## config.mk

```make
export PLATFORM = sky130hd
export DESIGN_NAME = frame_deferred_slot_pool_core
export DESIGN_NICKNAME = d
export VERILOG_FILES = /design/src/design/fdsp_pkg.sv /design/src/design/fdsp_ram.sv /design/src/design/frame_deferred_slot_pool_core.sv
export SDC_FILE = /design/constraint.sdc
export NUM_CORES = 1
export LEC_CHECK = 0
export ABC_AREA = 1
export BUFFER_PORTS_ARGS = -buffer_cell sky130_fd_sc_hd__buf_2
export CAP_MARGIN = 15
export CORE_MARGIN = 8
export CORE_UTILIZATION = 40
export DETAILED_ROUTE_END_ITERATION = 8
export PLACE_DENSITY = 0.58
export REMOVE_ABC_BUFFERS = 1
export SYNTH_ARGS = -nofsm -noshare
export SYNTH_HDL_FRONTEND = slang
export SYNTH_SLANG_ARGS = --single-unit
```

## constraint.sdc

```tcl
create_clock -name clk -period 3.9 [get_ports clk]
set_clock_uncertainty 0.05 [all_clocks]
set_input_delay 0.78 -clock clk [delete_from_list [all_inputs] [get_ports clk]]
set_output_delay 0.78 -clock clk [all_outputs]
set_load 0.02 [all_outputs]
```

## src/design/fdsp_pkg.sv

```systemverilog
package fdsp_pkg;

	typedef enum logic [1:0] {
		ACT_ACQUIRE   = 2'd0,
		ACT_FREE      = 2'd1,
		ACT_FRAME_END = 2'd2,
		ACT_NONE      = 2'd3
	} action_t;

	typedef enum logic [2:0] {
		STAT_GRANTED    = 3'd0,
		STAT_RELEASED   = 3'd1,
		STAT_DEFERRED   = 3'd2,
		STAT_FRAME_DONE = 3'd3,
		STAT_POOL_FULL  = 3'd4,
		STAT_INVALID    = 3'd5
	} status_t;

	typedef enum logic [1:0] {
		SLOT_AVAIL     = 2'd0,
		SLOT_ACQ       = 2'd1,
		SLOT_WAIT_END  = 2'd2,
		SLOT_WAIT_FREE = 2'd3
	} slot_st_t;

endpackage

```

## src/design/fdsp_ram.sv

```systemverilog
module fdsp_ram #(
	parameter int WIDTH = 8,
	parameter int DEPTH = 16
) (
	input  logic                     clk,
	input  logic                     we,
	input  logic [$clog2(DEPTH)-1:0] waddr,
	input  logic [WIDTH-1:0]         wdata,
	input  logic [$clog2(DEPTH)-1:0] raddr,
	output logic [WIDTH-1:0]         rdata
);

	logic [WIDTH-1:0] mem_q [DEPTH];

	always_ff @(posedge clk) begin
		if (we) begin
			mem_q[waddr] <= wdata;
		end
		rdata <= mem_q[raddr];
	end

endmodule

```

## src/design/frame_deferred_slot_pool_core.sv

```systemverilog
// Deferred-release slot pool over a ring of POOL_SIZE slots.
// Command channel: an item (action, slot, release_tag) is taken on a rising
// edge with start high and busy low; busy stays high while it is worked on.
// Result channel: result_valid marks each result for exactly one cycle, with
// status, slot_out, tag_out and last; last is high on the final result of an
// item. The receiver cannot stall, so results are never held back.
// Config: cfg_we with cfg_wdata writes tracking_enabled; write only when idle.
// Steps: one slot state is examined per cycle through a single read port,
// except in the tag read step of a frame end.
//   acquire   : scans from the ring pointer to an available slot, or pool full.
//   free      : checks the given slot and gives its result.
//   frame end : walks from frame start to ring pointer, with a tag memory
//               read step per release; tracking off: result, busy stays low.
// Each result appears in the cycle after the step that produces it; an item
// that gives no result (action 3) never raises busy.
// Reset: all slots available, ring pointer and frame start 0, tracking off.
// Tag memory is not cleared; only tags written by a free are ever read.
module frame_deferred_slot_pool_core #(
	parameter int POOL_SIZE = 16,
	parameter int TAG_BITS  = 8
) (
	input  logic       clk,
	input  logic       arst_n,
	input  logic       start,
	output logic       busy,
	input  logic [1:0] action,
	input  logic [3:0] slot,
	input  logic [7:0] release_tag,
	input  logic       cfg_we,
	input  logic       cfg_wdata,
	output logic       result_valid,
	output logic [2:0] status,
	output logic [3:0] slot_out,
	output logic [7:0] tag_out,
	output logic       last
);

	import fdsp_pkg::*;

	localparam int IW = $clog2(POOL_SIZE);
	localparam logic [IW-1:0] LAST_IDX = IW'(POOL_SIZE - 1);

	typedef enum logic [4:0] {
		FSM_IDLE = 5'b00001,
		FSM_SCAN = 5'b00010,
		FSM_FREE = 5'b00100,
		FSM_WALK = 5'b01000,
		FSM_TAG  = 5'b10000
	} fsm_t;

	fsm_t            fsm_q, fsm_d;
	logic [IW-1:0]   idx_q, idx_d, nxt_idx;
	logic [IW-1:0]   cnt_q, cnt_d;
	logic [IW-1:0]   rp_q, rp_d;
	logic [IW-1:0]   fs_q, fs_d;
	logic            track_q;
	slot_st_t        slot_state_q [POOL_SIZE];
	slot_st_t        cur_st, st_wdata;
	logic            st_we;

	logic [3:0]          slot_in_q;
	logic                slot_ok_q;
	logic [TAG_BITS-1:0] tag_in_q;

	logic                ram_we;
	logic [TAG_BITS-1:0] ram_rdata;

	logic       emit;
	status_t    status_d, status_q;
	logic [3:0] slot_out_d, slot_out_q;
	logic [7:0] tag_out_d, tag_out_q;
	logic       last_d, last_q;
	logic       res_vld_q;

	logic        accept;
	logic [31:0] slot_ext, rel_ext, tag_in_ext, rdata_ext, idx_ext;

	assign accept     = start && !busy;
	assign slot_ext   = 32'(slot);
	assign rel_ext    = 32'(release_tag);
	assign tag_in_ext = 32'(tag_in_q);
	assign rdata_ext  = 32'(ram_rdata);
	assign idx_ext    = 32'(idx_q);
	assign cur_st     = slot_state_q[idx_q];
	assign nxt_idx    = (idx_q == LAST_IDX) ? '0 : idx_q + 1'b1;

	always_comb begin
		fsm_d      = fsm_q;
		idx_d      = idx_q;
		cnt_d      = cnt_q;
		rp_d       = rp_q;
		fs_d       = fs_q;
		st_we      = 1'b0;
		st_wdata   = SLOT_AVAIL;
		ram_we     = 1'b0;
		emit       = 1'b0;
		status_d   = STAT_FRAME_DONE;
		slot_out_d = '0;
		tag_out_d  = '0;
		last_d     = 1'b1;
		case (fsm_q)
			FSM_IDLE: begin
				if (start) begin
					case (action_t'(action))
						ACT_ACQUIRE: begin
							idx_d = rp_q;
							cnt_d = '0;
							fsm_d = FSM_SCAN;
						end
						ACT_FREE: begin
							idx_d = slot_ext[IW-1:0];
							fsm_d = FSM_FREE;
						end
						ACT_FRAME_END: begin
							if (track_q) begin
								idx_d = fs_q;
								fsm_d = FSM_WALK;
							end else begin
								emit = 1'b1;
							end
						end
						default: ;
					endcase
				end
			end
			FSM_SCAN: begin
				if (cnt_q != '0 && idx_q == fs_q) begin
					emit     = 1'b1;
					status_d = STAT_POOL_FULL;
					fsm_d    = FSM_IDLE;
				end else if (cur_st == SLOT_AVAIL) begin
					st_we      = 1'b1;
					st_wdata   = SLOT_ACQ;
					rp_d       = nxt_idx;
					emit       = 1'b1;
					status_d   = STAT_GRANTED;
					slot_out_d = idx_ext[3:0];
					fsm_d      = FSM_IDLE;
				end else if (cnt_q == LAST_IDX) begin
					emit     = 1'b1;
					status_d = STAT_POOL_FULL;
					fsm_d    = FSM_IDLE;
				end else begin
					idx_d = nxt_idx;
					cnt_d = cnt_q + 1'b1;
				end
			end
			FSM_FREE: begin
				emit       = 1'b1;
				slot_out_d = slot_in_q;
				fsm_d      = FSM_IDLE;
				if (slot_ok_q && cur_st == SLOT_ACQ) begin
					st_we     = 1'b1;
					st_wdata  = SLOT_WAIT_END;
					ram_we    = 1'b1;
					status_d  = STAT_DEFERRED;
					tag_out_d = tag_in_ext[7:0];
				end else if (slot_ok_q && cur_st == SLOT_WAIT_FREE) begin
					st_we     = 1'b1;
					st_wdata  = SLOT_AVAIL;
					status_d  = STAT_RELEASED;
					tag_out_d = tag_in_ext[7:0];
				end else begin
					status_d = STAT_INVALID;
				end
			end
			FSM_WALK: begin
				if (idx_q == rp_q) begin
					emit  = 1'b1;
					fs_d  = rp_q;
					fsm_d = FSM_IDLE;
				end else if (cur_st == SLOT_ACQ) begin
					st_we    = 1'b1;
					st_wdata = SLOT_WAIT_FREE;
					idx_d    = nxt_idx;
				end else if (cur_st == SLOT_WAIT_END) begin
					fsm_d = FSM_TAG;
				end else begin
					idx_d = nxt_idx;
				end
			end
			FSM_TAG: begin
				// tag read issued during the walk step is now valid
				st_we      = 1'b1;
				st_wdata   = SLOT_AVAIL;
				emit       = 1'b1;
				status_d   = STAT_RELEASED;
				slot_out_d = idx_ext[3:0];
				tag_out_d  = rdata_ext[7:0];
				last_d     = 1'b0;
				idx_d      = nxt_idx;
				fsm_d      = FSM_WALK;
			end
			default: begin
				fsm_d = FSM_IDLE;
			end
		endcase
	end

	always_ff @(posedge clk or negedge arst_n) begin
		if (!arst_n) begin
			fsm_q     <= FSM_IDLE;
			idx_q     <= '0;
			cnt_q     <= '0;
			rp_q      <= '0;
			fs_q      <= '0;
			track_q   <= 1'b0;
			res_vld_q <= 1'b0;
		end else begin
			fsm_q     <= fsm_d;
			idx_q     <= idx_d;
			cnt_q     <= cnt_d;
			rp_q      <= rp_d;
			fs_q      <= fs_d;
			res_vld_q <= emit;
			if (cfg_we) begin
				track_q <= cfg_wdata;
			end
		end
	end

	always_ff @(posedge clk or negedge arst_n) begin
		if (!arst_n) begin
			for (int i = 0; i < POOL_SIZE; i++) begin
				slot_state_q[i] <= SLOT_AVAIL;
			end
		end else if (st_we) begin
			slot_state_q[idx_q] <= st_wdata;
		end
	end

	always_ff @(posedge clk) begin
		if (accept) begin
			slot_in_q <= slot;
			slot_ok_q <= (slot_ext < 32'(POOL_SIZE));
			tag_in_q  <= rel_ext[TAG_BITS-1:0];
		end
		if (emit) begin
			status_q   <= status_d;
			slot_out_q <= slot_out_d;
			tag_out_q  <= tag_out_d;
			last_q     <= last_d;
		end
	end

	fdsp_ram #(
		.WIDTH(TAG_BITS),
		.DEPTH(POOL_SIZE)
	) u_tag_ram (
		.clk  (clk),
		.we   (ram_we),
		.waddr(idx_q),
		.wdata(tag_in_q),
		.raddr(idx_q),
		.rdata(ram_rdata)
	);

	assign busy         = (fsm_q != FSM_IDLE);
	assign result_valid = res_vld_q;
	assign status       = status_q;
	assign slot_out     = slot_out_q;
	assign tag_out      = tag_out_q;
	assign last         = last_q;

`ifndef NO_ASSERTIONS
	a_only_release_not_last: assert property (@(posedge clk) disable iff (!arst_n)
		result_valid && !last |-> status == STAT_RELEASED)
		else $error("non-final result that is not a release");

	a_last_means_idle: assert property (@(posedge clk) disable iff (!arst_n)
		result_valid && last |-> !busy)
		else $error("final result while still busy");

	a_ignored_action: assert property (@(posedge clk) disable iff (!arst_n)
		accept && action == ACT_NONE |=> !result_valid && !busy)
		else $error("ignored action produced activity");

	a_work_goes_busy: assert property (@(posedge clk) disable iff (!arst_n)
		accept && (action == ACT_ACQUIRE || action == ACT_FREE) |=> busy && !result_valid)
		else $error("acquire or free did not enter its work step");
`endif

endmodule

```

==> impl_metrics.yaml, run 1 <==
critical_path:
  critPathMostFrequentCell: "nand2_1"
  cp.required_ns: 4.29
  rr_startpoint: "idx_q[0]"
  worst_setup_path_end_kind: "register"
  crit_buf_inv: 3
  slowest_stage: "nand3_2"
  worst_setup_path_start_kind: "register"
  reg2reg_depth: 15
  critical_path_arrival_ns: 3.39
  crit_family: "simple AND/OR/NAND/NOR gates"
  regToRegSetupSlack_ns: 0.90
  path_cells: "buf_4 > nand2_1 > nand3_1 > nand2_1 > nand2_1 > nand2_2 > inv_2 > nand2_4 > nand3_4 > nand2_1 > inv_2 > nand3_2 > nand2_1 > nand2_1 > nand2_1"
  slowest_delay_ns: 0.64
  r2r-end: "slot_state_q[28]"
  critPathKind: "reg -> reg"
  cp_max_fo: 48
clock_network:
  root_buffer: "clkbuf_16"
  cts_resized: 0
  clockBufferDepth: 3
  hold_buffers: 0
  clkTransAtPathRegs_ns: 0.06
  clock_latency_ns: 0.52
  post_cts_buffers: 0
  cts.sinks: 219
  cts_buffers: 23
  htree_levels: 1
  cts_tree: "yes"
detailed_routing:
  dr.pass1.iters: 5
  drtIter0Drc: 636
  viasPerCell: 5.11
  drcViolationCount: 0
  routed_wl_microns: 23600
  via_count: 6745
  ant_nets: 0
  wl_per_cell_microns: 17.9
floorplan:
  die_area_sq_um: 29300
  row_count: 57
  start_util_pct: 40.3
  die_x_microns: 171
  coreArea_sq_um: 24000
  die_y_microns: 171
  boundaryPins: 37
pwr:
  p_leak_nw: 4.33
  power_density_nw_per_um2: 640
  vdd_drop_max_v: 0.000406
  design_power_total_mw: 7.01
grt:
  grt_max_degree: 69
  gr-usage-all-layers_pct: 16.3
  grt_pass1_vias: 6418
  grt_pass1_wl_microns: 37400
  antenna_found_initial: 0
  gr-total-overflow: 0
sta:
  worst_slack_ns: 0.903
  finalSetupViolCount: 0
  min_period_ns: 3.00
  tightest_slew_ns: 0.975
  period_share_pct: 76.8
  rsz0062_at_grt: "no"
  slew_viol_final: 0
  slew-limit-headroom_pct: 35.0
  fmax_mhz: 334
  hold_viol: 0
flow_run:
  max_cap_violations: 0
yosys:
  ys_types: 42
  seq_area_frac_synth_pct: 64.5
  synthCells: 933
  postSynthAreaPerCell_sq_um: 10.3
  synth.most_common_cell: "nand2_1"
  yosys.area.top_type: "edfxtp_1"
  synth-seq-cells: 219
  yosys-top-cells-area: "edfxtp_1 (49%), dfrtp_1 (14%), nand2_1 (8.5%)"
  synth_ff_type: "edfxtp_1"
  postSynth.asyncResetShare_pct: 25.1
  synth_edf_count: 156
  synth.cell_area_sq_um: 9650
  synth_commonest_cells: "nand2_1 (218), edfxtp_1 (156), nor2_1 (103), o21ai_0 (86), inv_1 (68)"
  yosysTopAreaCellShare_pct: 48.6
  yosysWarnings: 0
run_status:
  outcome: "completed"
place:
  gp_congestion: 0.843
  dp_slack_ns: 0.922
  place_hpwl_microns: 15300
  dpl.cell_count: 1277
  port_buffers: 36
cells_and_area:
  fin_nets: 1006
  diodes: 0
  instances_no_fill: 1319
  drive_gt1_share_pct: 12.7
  syn2layout_area_growth_pct: 13.6
hold_path:
  hp-class: "in -> async"
-- layout by cell type, fill, tap and decap left out, types with 2 or more instances in the layout --
cell type  synthesis  layout
nand3_4            2       2
clkbuf_1          20       3
clkinv_2           0       3
o22ai_1           32      32
dfrtp_1           54      53
nor2_1           103     103
or2_2              3       3
a21oi_1            4       4
buf_4              6      27
nand2_2            6       6
buf_2              8      36
o31ai_1            3       3
nand2_1          218     218
a32o_1             8       8
o21ai_1            6       6
nand3_1           62      62
nand3_2            2       2
dfxtp_1            8       8
bufinv_16          0       3
inv_1             68      68
clkbuf_16          0      23
inv_2              7       7
edfxtp_1         156     156
mux2i_1            3       3
xor2_1             6       6
o21ai_0           86      86
ha_1               9       9
nand4_1           12      12
nor3_1            18      18
clkinv_1           1       8
-- worst max path at each step --
stage | end | start | depth (start not counted)
3_5_place_dp | slot_state_q[26] | idx_q[0] | 15
5_1_grt | slot_state_q[26] | idx_q[0] | 15
2_1_floorplan | u_tag_ram.mem_q[0][0] | idx_q[0] | 10
3_3_place_gp | slot_state_q[12] | idx_q[0] | 15
6_report | slot_state_q[28] | idx_q[0] | 15
4_1_cts | slot_state_q[26] | idx_q[0] | 15
-- cells by family (layout without fill, tap and decap cells) --
group | Yosys count | after routing | share of synthesized area [%]
mux | 4 | 4 | 0.428
fa+ha+maj | 9 | 9 | 1.17
buf+inv | 119 | 181 | 5.44
flops | 219 | 219 | 64.5
compound gates | 142 | 142 | 8.35
simple gates | 434 | 434 | 19.6
xor+xnor | 6 | 6 | 0.545
-- layout make-up --
| type | instances | area [sq um] |
|---|---|---|
| clock buffer | 27 | 601 |
| multi-input combinational | 595 | 2900 |
| clock inverter | 15 | 159 |
| fill | 2228 | 13000 |
| tap | 324 | 405 |
| inverter | 76 | 285 |
| sequential | 219 | 6220 |
| timing repair buffer | 63 | 383 |
-- routing by layer --
metal	up-vias	routed length [microns]	global-route usage (%)
met3	30	1690	2.75
met2	214	10400	25.2
li1	3283	-	-
met4	0	416	3.93
met1	3218	11100	23.6
met5	-	0	0
-- state kept, by name, indices dropped and copies added (netlist names) --
name,count
u_tag_ram.mem_q,128
slot_state_q,32
tag_in_q,8
tag_out,8
u_tag_ram.rdata,8
fsm_q,5
cnt_q,4
fs_q,4
idx_q,4
rp_q,4
slot_in_q,4
slot_out,4
status,3
last,1
result_valid,1
track_q,1
-- where the power goes --
part | switching, mW | leakage [nW] | internal, mW
Sequential | 0.236 | 2.22 | 2.80
Clock | 0.891 | 0.369 | 1.30
Combinational | 1.28 | 1.74 | 0.501
-- metrics by stage --
| step | hold WS [ns] | area (sq um) | util (%) | TNS [ns] |
|---|---|---|---|---|
| floorplan | 0.392 | 9410 | - | -53.98 |
| global placement | 0.408 | 10200 | 42.5 | 0 |
| detailed placement | 0.412 | 10200 | 42.5 | 0 |
| CTS | 0.375 | 11000 | 45.7 | 0 |
| global route | 0.366 | 11000 | 45.7 | 0 |
| finish | 0.363 | 11000 | 45.7 | 0 |
Note: power is estimated with default switching activity, not from simulation.
==> inputs of run 2 (changes only) <==
- PLACE_DENSITY: 0.58 -> 0.6
- clock period: 3.9 -> 2.55 ns (I/O delays scaled with it)
==> run 2 against run 1 <==
- non-clock buffer count increased by 35
- maximum frequency is 27% higher
- cell count increased by 2.7%
- routed wire length grew 3.3%
- first-iteration DRC count decreased by 0.31%
- count of clock-buffer cells in the layout grew 4
==> impl_metrics.yaml, run 2 (synthesized netlist as in run 1, its figures left out) <==
detailed_routing:
  routed_wl_microns: 24400
  viasPerCell: 5.14
  via_count: 6954
  wl_per_cell_microns: 18.0
  top_layer_used: "met4"
  drtIter0Drc: 634
  route.met3.wl_microns: 1450
  m1WireLength_microns: 11500
  drcViolationCount: 0
  ant_nets: 0
  wl_met2_microns: 10900
  dr.pass1.iters: 5
grt:
  grt_pass1_wl_microns: 38400
  grt_max_degree: 65
  antenna_found_initial: 0
  gr-total-overflow: 0
  grt_pass1_vias: 6704
  gr-usage-all-layers_pct: 16.7
flow_run:
  max_cap_violations: 0
pwr:
  power_density_nw_per_um2: 970
  p_leak_nw: 4.54
  vdd_drop_max_v: 0.000535
floorplan:
  boundaryPins: 37
  die_y_microns: 171
  row_count: 57
  coreArea_sq_um: 24000
  start_util_pct: 40.3
  die_x_microns: 171
  die_area_sq_um: 29300
cells_and_area:
  largest_reg_flops: 128
  final_common_cell: "nand2_1"
  drive_gt1_share_pct: 16.0
  multi_input_area_sq_um: 2900
  diodes: 0
  top_regs: "u_tag_ram.mem_q (128), slot_state_q (32)"
  n_fill_cell: 2207
  fin_nets: 1041
  regArea_sq_um: 6220
  syn2layout_area_growth_pct: 17.3
  final_area_sq_um: 11300
  most-common-layout-cells: "nand2_1 (218), edfxtp_1 (156), nor2_1 (103)"
  largest_register: "u_tag_ram.mem_q"
critical_path:
  slowest_stage: "dfrtp_1"
  worst_setup_path_end_kind: "register"
  critical_path_arrival_ns: 2.54
  slowest_delay_ns: 0.50
  cp_max_fo: 9
  cp.required_ns: 2.73
  critPathKind: "reg -> reg"
  worst_setup_path_start_kind: "register"
  critPathMostFrequentCell: "inv_2"
  path_cells: "inv_2 > nor2_1 > nand2_1 > nand2_2 > inv_2 > nand2_4 > nand3_4 > buf_12 > nor3_1 > buf_4"
clock_network:
  post_cts_buffers: 0
  htree_levels: 1
  clkTransAtPathRegs_ns: 0.06
  cts_tree: "yes"
  clock_latency_ns: 0.52
  cts.sinks: 219
  root_buffer: "clkbuf_16"
  clockBufferDepth: 3
  cts_buffers: 23
hold_path:
  hp-class: "in -> reg"
place:
  place_hpwl_microns: 16400
  port_buffers: 36
  placed_cell_area_sq_um: 10500
  gp_congestion: 0.840
sta:
  slew_viol_final: 0
  finalSetupViolCount: 0
  min_period_ns: 2.36
  hold_ws_ns: 0.112
  period_share_pct: 92.4
  rsz0062_at_grt: "no"
  tightest_slew_ns: 0.831
  slew-limit-headroom_pct: 44.6
  fmax_mhz: 424
  hold_viol: 0
run_status:
  outcome: "completed"
==> run 2: cell types whose count changed in the layout (fill, tap and decap cells not counted), sizes merged <==
cell         delta
buf            +34
clkbuf          +4
clkinv          -3
bufinv          -1
dlygate4sd3     +1
==> run 2: layout make-up <==
type,instances,share of cell area [%]
clock inverters,11,1.06
well taps,324,3.58
clock buffers,31,5.79
multi-input cells,595,25.6
inverters,76,2.54
repair buffers,98,6.42
flip-flops and latches,219,55.0
==> run 2: through the flow <==
step | power (mW) | setup TNS, ns | util, % | std cells | worst slack (ns)
after floorplan | 6.36 | -326.20 | - | 890 | -1.73
after global placement | 7.61 | 0 | 43.9 | 1311 | 0.143
after detailed placement | 7.62 | 0 | 43.9 | 1311 | 0.121
after CTS | 11.0 | 0 | 47.2 | 1354 | 0.0588
after global routing | 11.5 | 0 | 47.2 | 1354 | 0.0642
final | 11.0 | 0 | 47.2 | 1354 | 0.193
==> run 2: layer usage <==
metal,vias up,global-route usage [%]
met2,232,26.2
met3,42,1.86
li1,3352,-
met4,0,4.84
met5,-,0
met1,3328,24.2
==> run 2: final timing paths <==
check / start / to / slack (ns) / cells past startpoint
worst max-delay path: idx_q[2] / u_tag_ram.mem_q[3][0] / 0.19 / 10
worst min-delay path: release_tag[3] / tag_in_q[3] / 0.11 / 1
worst max register to register: idx_q[2] / u_tag_ram.mem_q[3][0] / 0.19 / 10
worst min register to register: slot_state_q[8] / slot_state_q[8] / 0.42 / 2
max in group asynchronous: arst_n / slot_state_q[13] / 1.35 / 3
min in group asynchronous: arst_n / fs_q[3] / 0.50 / 2
==> run 2: what timing repair did <==
item | 4_1_cts | 5_1_grt
hold endpoints to repair | 24 | 0
resized for setup | 0 | 3
endpoints found under the setup margin | 0 | 8
hold buffers | 1 | 0
==> run 2: power by group <==
group | internal (mW) | total (mW) | switching [mW]
sequential | 4.28 | 4.58 | 0.302
clock | 2.02 | 3.39 | 1.37
combinational | 0.937 | 3.01 | 2.07
total | 7.23 | 11.0 | 3.74
==> run 2: critical path, delay by kind of cell (launching register included) <==
family                 cells  cell delay (ns)
buffers and inverters      4             0.54
AND/OR/NAND/NOR            6             0.97
flip-flops                 1             0.50
==> inputs of run 3 (changes only) <==
- CELL_PAD_IN_SITES_DETAIL_PLACEMENT: unset -> 0
- CELL_PAD_IN_SITES_GLOBAL_PLACEMENT: unset -> 2
- CORE_UTILIZATION: 40 -> 35
- CTS_BUF_LIST: unset -> sky130_fd_sc_hd__clkbuf_16
- PLACE_DENSITY: 0.6 -> 0.74
==> run 3 against run 2 <==
- routed wire length is 3.2% higher
- setup slack worse by 0.033 ns
- global-route usage is 1.6 points lower
- clock power is 7.7% lower
- core utilization is 5.8 points lower
- critical path depth is 2 higher
- count of clock-buffer cells in the layout is 7 lower
- largest cell class unchanged
==> impl_metrics.yaml, run 3 (synthesized netlist as in run 1, its figures left out) <==
grt:
  gr-usage-all-layers_pct: 15.1
  grt_pass1_wl_microns: 39600
  grt_max_degree: 65
  grt_pass1_vias: 6749
  gr-total-overflow: 0
  antenna_found_initial: 0
sta:
  period_share_pct: 93.7
  tightest_slew_ns: 0.686
  tns_ns: 0
  fmax_mhz: 418
  finalSetupViolCount: 0
  min_period_ns: 2.39
  rsz0062_at_grt: "no"
  slew_viol_final: 0
  slew-limit-headroom_pct: 54.2
  hold_ws_ns: 0.112
  hold_viol: 0
cells_and_area:
  drive_gt1_share_pct: 15.2
  most-common-layout-cells: "nand2_1 (218), edfxtp_1 (156), nor2_1 (102)"
  final_area_sq_um: 11200
  fin_util_pct: 41.4
  final_common_cell: "nand2_1"
  multi_input_area_sq_um: 2920
  largest_register: "u_tag_ram.mem_q"
  n_fill_cell: 2698
  fin_nets: 1035
  top_regs: "u_tag_ram.mem_q (128), slot_state_q (32)"
  regArea_sq_um: 6220
  largest_reg_flops: 128
  syn2layout_area_growth_pct: 16.0
  diodes: 0
clock_network:
  clock_latency_ns: 0.53
  cts_buffers: 24
  htree_levels: 1
  root_buffer: "clkbuf_16"
  post_cts_buffers: 0
  cts.sinks: 219
  clockBufferDepth: 3
  clkTransAtPathRegs_ns: 0.06
  cts_tree: "yes"
critical_path:
  cp.required_ns: 2.78
  worst_setup_path_start_kind: "register"
  slowest_stage: "dfrtp_2"
  path_cells: "inv_2 > buf_4 > nand2_1 > nand3_1 > nand2_1 > nand2_1 > nand2_2 > nor2_4 > nand4_4 > inv_1 > nor2_2 > o21ai_0"
  cp_max_fo: 18
  critPathMostFrequentCell: "nand2_1"
  critical_path_arrival_ns: 2.62
  critPathKind: "reg -> reg"
  worst_setup_path_end_kind: "register"
  slowest_delay_ns: 0.42
pwr:
  vdd_drop_max_v: 0.000447
  p_leak_nw: 4.46
  design_power_total_mw: 10.7
  power_density_nw_per_um2: 954
detailed_routing:
  drtIter0Drc: 500
  top_layer_used: "met4"
  drcViolationCount: 0
  wl_met2_microns: 12100
  wl_per_cell_microns: 18.4
  via_count: 6807
  m1WireLength_microns: 11700
  route.met3.wl_microns: 909
  routed_wl_microns: 25100
  viasPerCell: 4.98
  dr.pass1.iters: 5
  ant_nets: 0
place:
  gp_congestion: 0.793
  port_buffers: 36
  place_hpwl_microns: 16700
  placed_cell_area_sq_um: 10500
flow_run:
  max_cap_violations: 0
floorplan:
  boundaryPins: 37
  coreArea_sq_um: 27000
  die_x_microns: 182
  row_count: 60
  die_area_sq_um: 33100
  start_util_pct: 35.7
  die_y_microns: 182
hold_path:
  hp-class: "in -> reg"
run_status:
  outcome: "completed"
==> run 3: changes by cell type in the layout (fill, tap and decap cells not counted), sizes merged, moves of 2 or more <==
cell | previous run | this run
buf | 97 | 89
bufinv | 2 | 0
clkbuf | 31 | 24
clkinv | 8 | 16
inv | 76 | 78
==> run 3: worst paths after layout <==
kind | slack, ns | from | cells after the start | end
max | 0.16 | idx_q[0] | 12 | slot_out[0]
min | 0.11 | release_tag[2] | 1 | tag_in_q[2]
max reg2reg | 0.16 | idx_q[0] | 12 | slot_out[0]
min reg2reg | 0.42 | slot_state_q[12] | 2 | slot_state_q[12]
max in group asynchronous | 1.51 | arst_n | 3 | slot_state_q[6]
min in group asynchronous | 0.39 | arst_n | 2 | fsm_q[3]
==> run 3: routing by layer <==
metal | vias up | GRT usage (%)
met5 | - | 0
met4 | 0 | 3.71
met3 | 30 | 2.02
met2 | 117 | 24.9
met1 | 3310 | 20.9
li1 | 3350 | -
==> run 3: power breakdown <==
part           internal [mW]  switching (mW)
Clock                   1.71            1.42
Sequential              4.28           0.302
Combinational          0.886            2.07
==> run 3: worst max-delay path: cells and delay by family, from the launching register on <==
kind | cells | cell delay (ns)
AOI/OAI and AO/OA | 1 | 0.35
and+or+nand+nor | 8 | 0.72
DFF | 1 | 0.42
buffers and inverters | 3 | 0.59
==> run 3: per-stage QoR <==
step | cells | worst slack (ns)
2_1_floorplan | 890 | -1.73
3_3_place_gp | 1320 | 0.115
3_5_place_dp | 1320 | 0.117
4_1_cts | 1365 | 0.0961
5_1_grt | 1366 | 0.0106
6_report | 1366 | 0.159
==> run 3: cell type report <==
type,count,area share (%)
well taps,341,3.81
clock buffers,24,5.37
inverters,76,2.55
flip-flops and latches,219,55.6
clock inverters,20,0.929
repair buffers,90,5.59
multi-input cells,596,26.1
==> run 3: timing repair <==
| action | in CTS | in global routing |
|---|---|---|
| resized for setup | 0 | 2 |
| hold endpoints to repair | 11 | 0 |
| hold buffers | 1 | 0 |
| endpoints found under the setup margin | 0 | 49 |
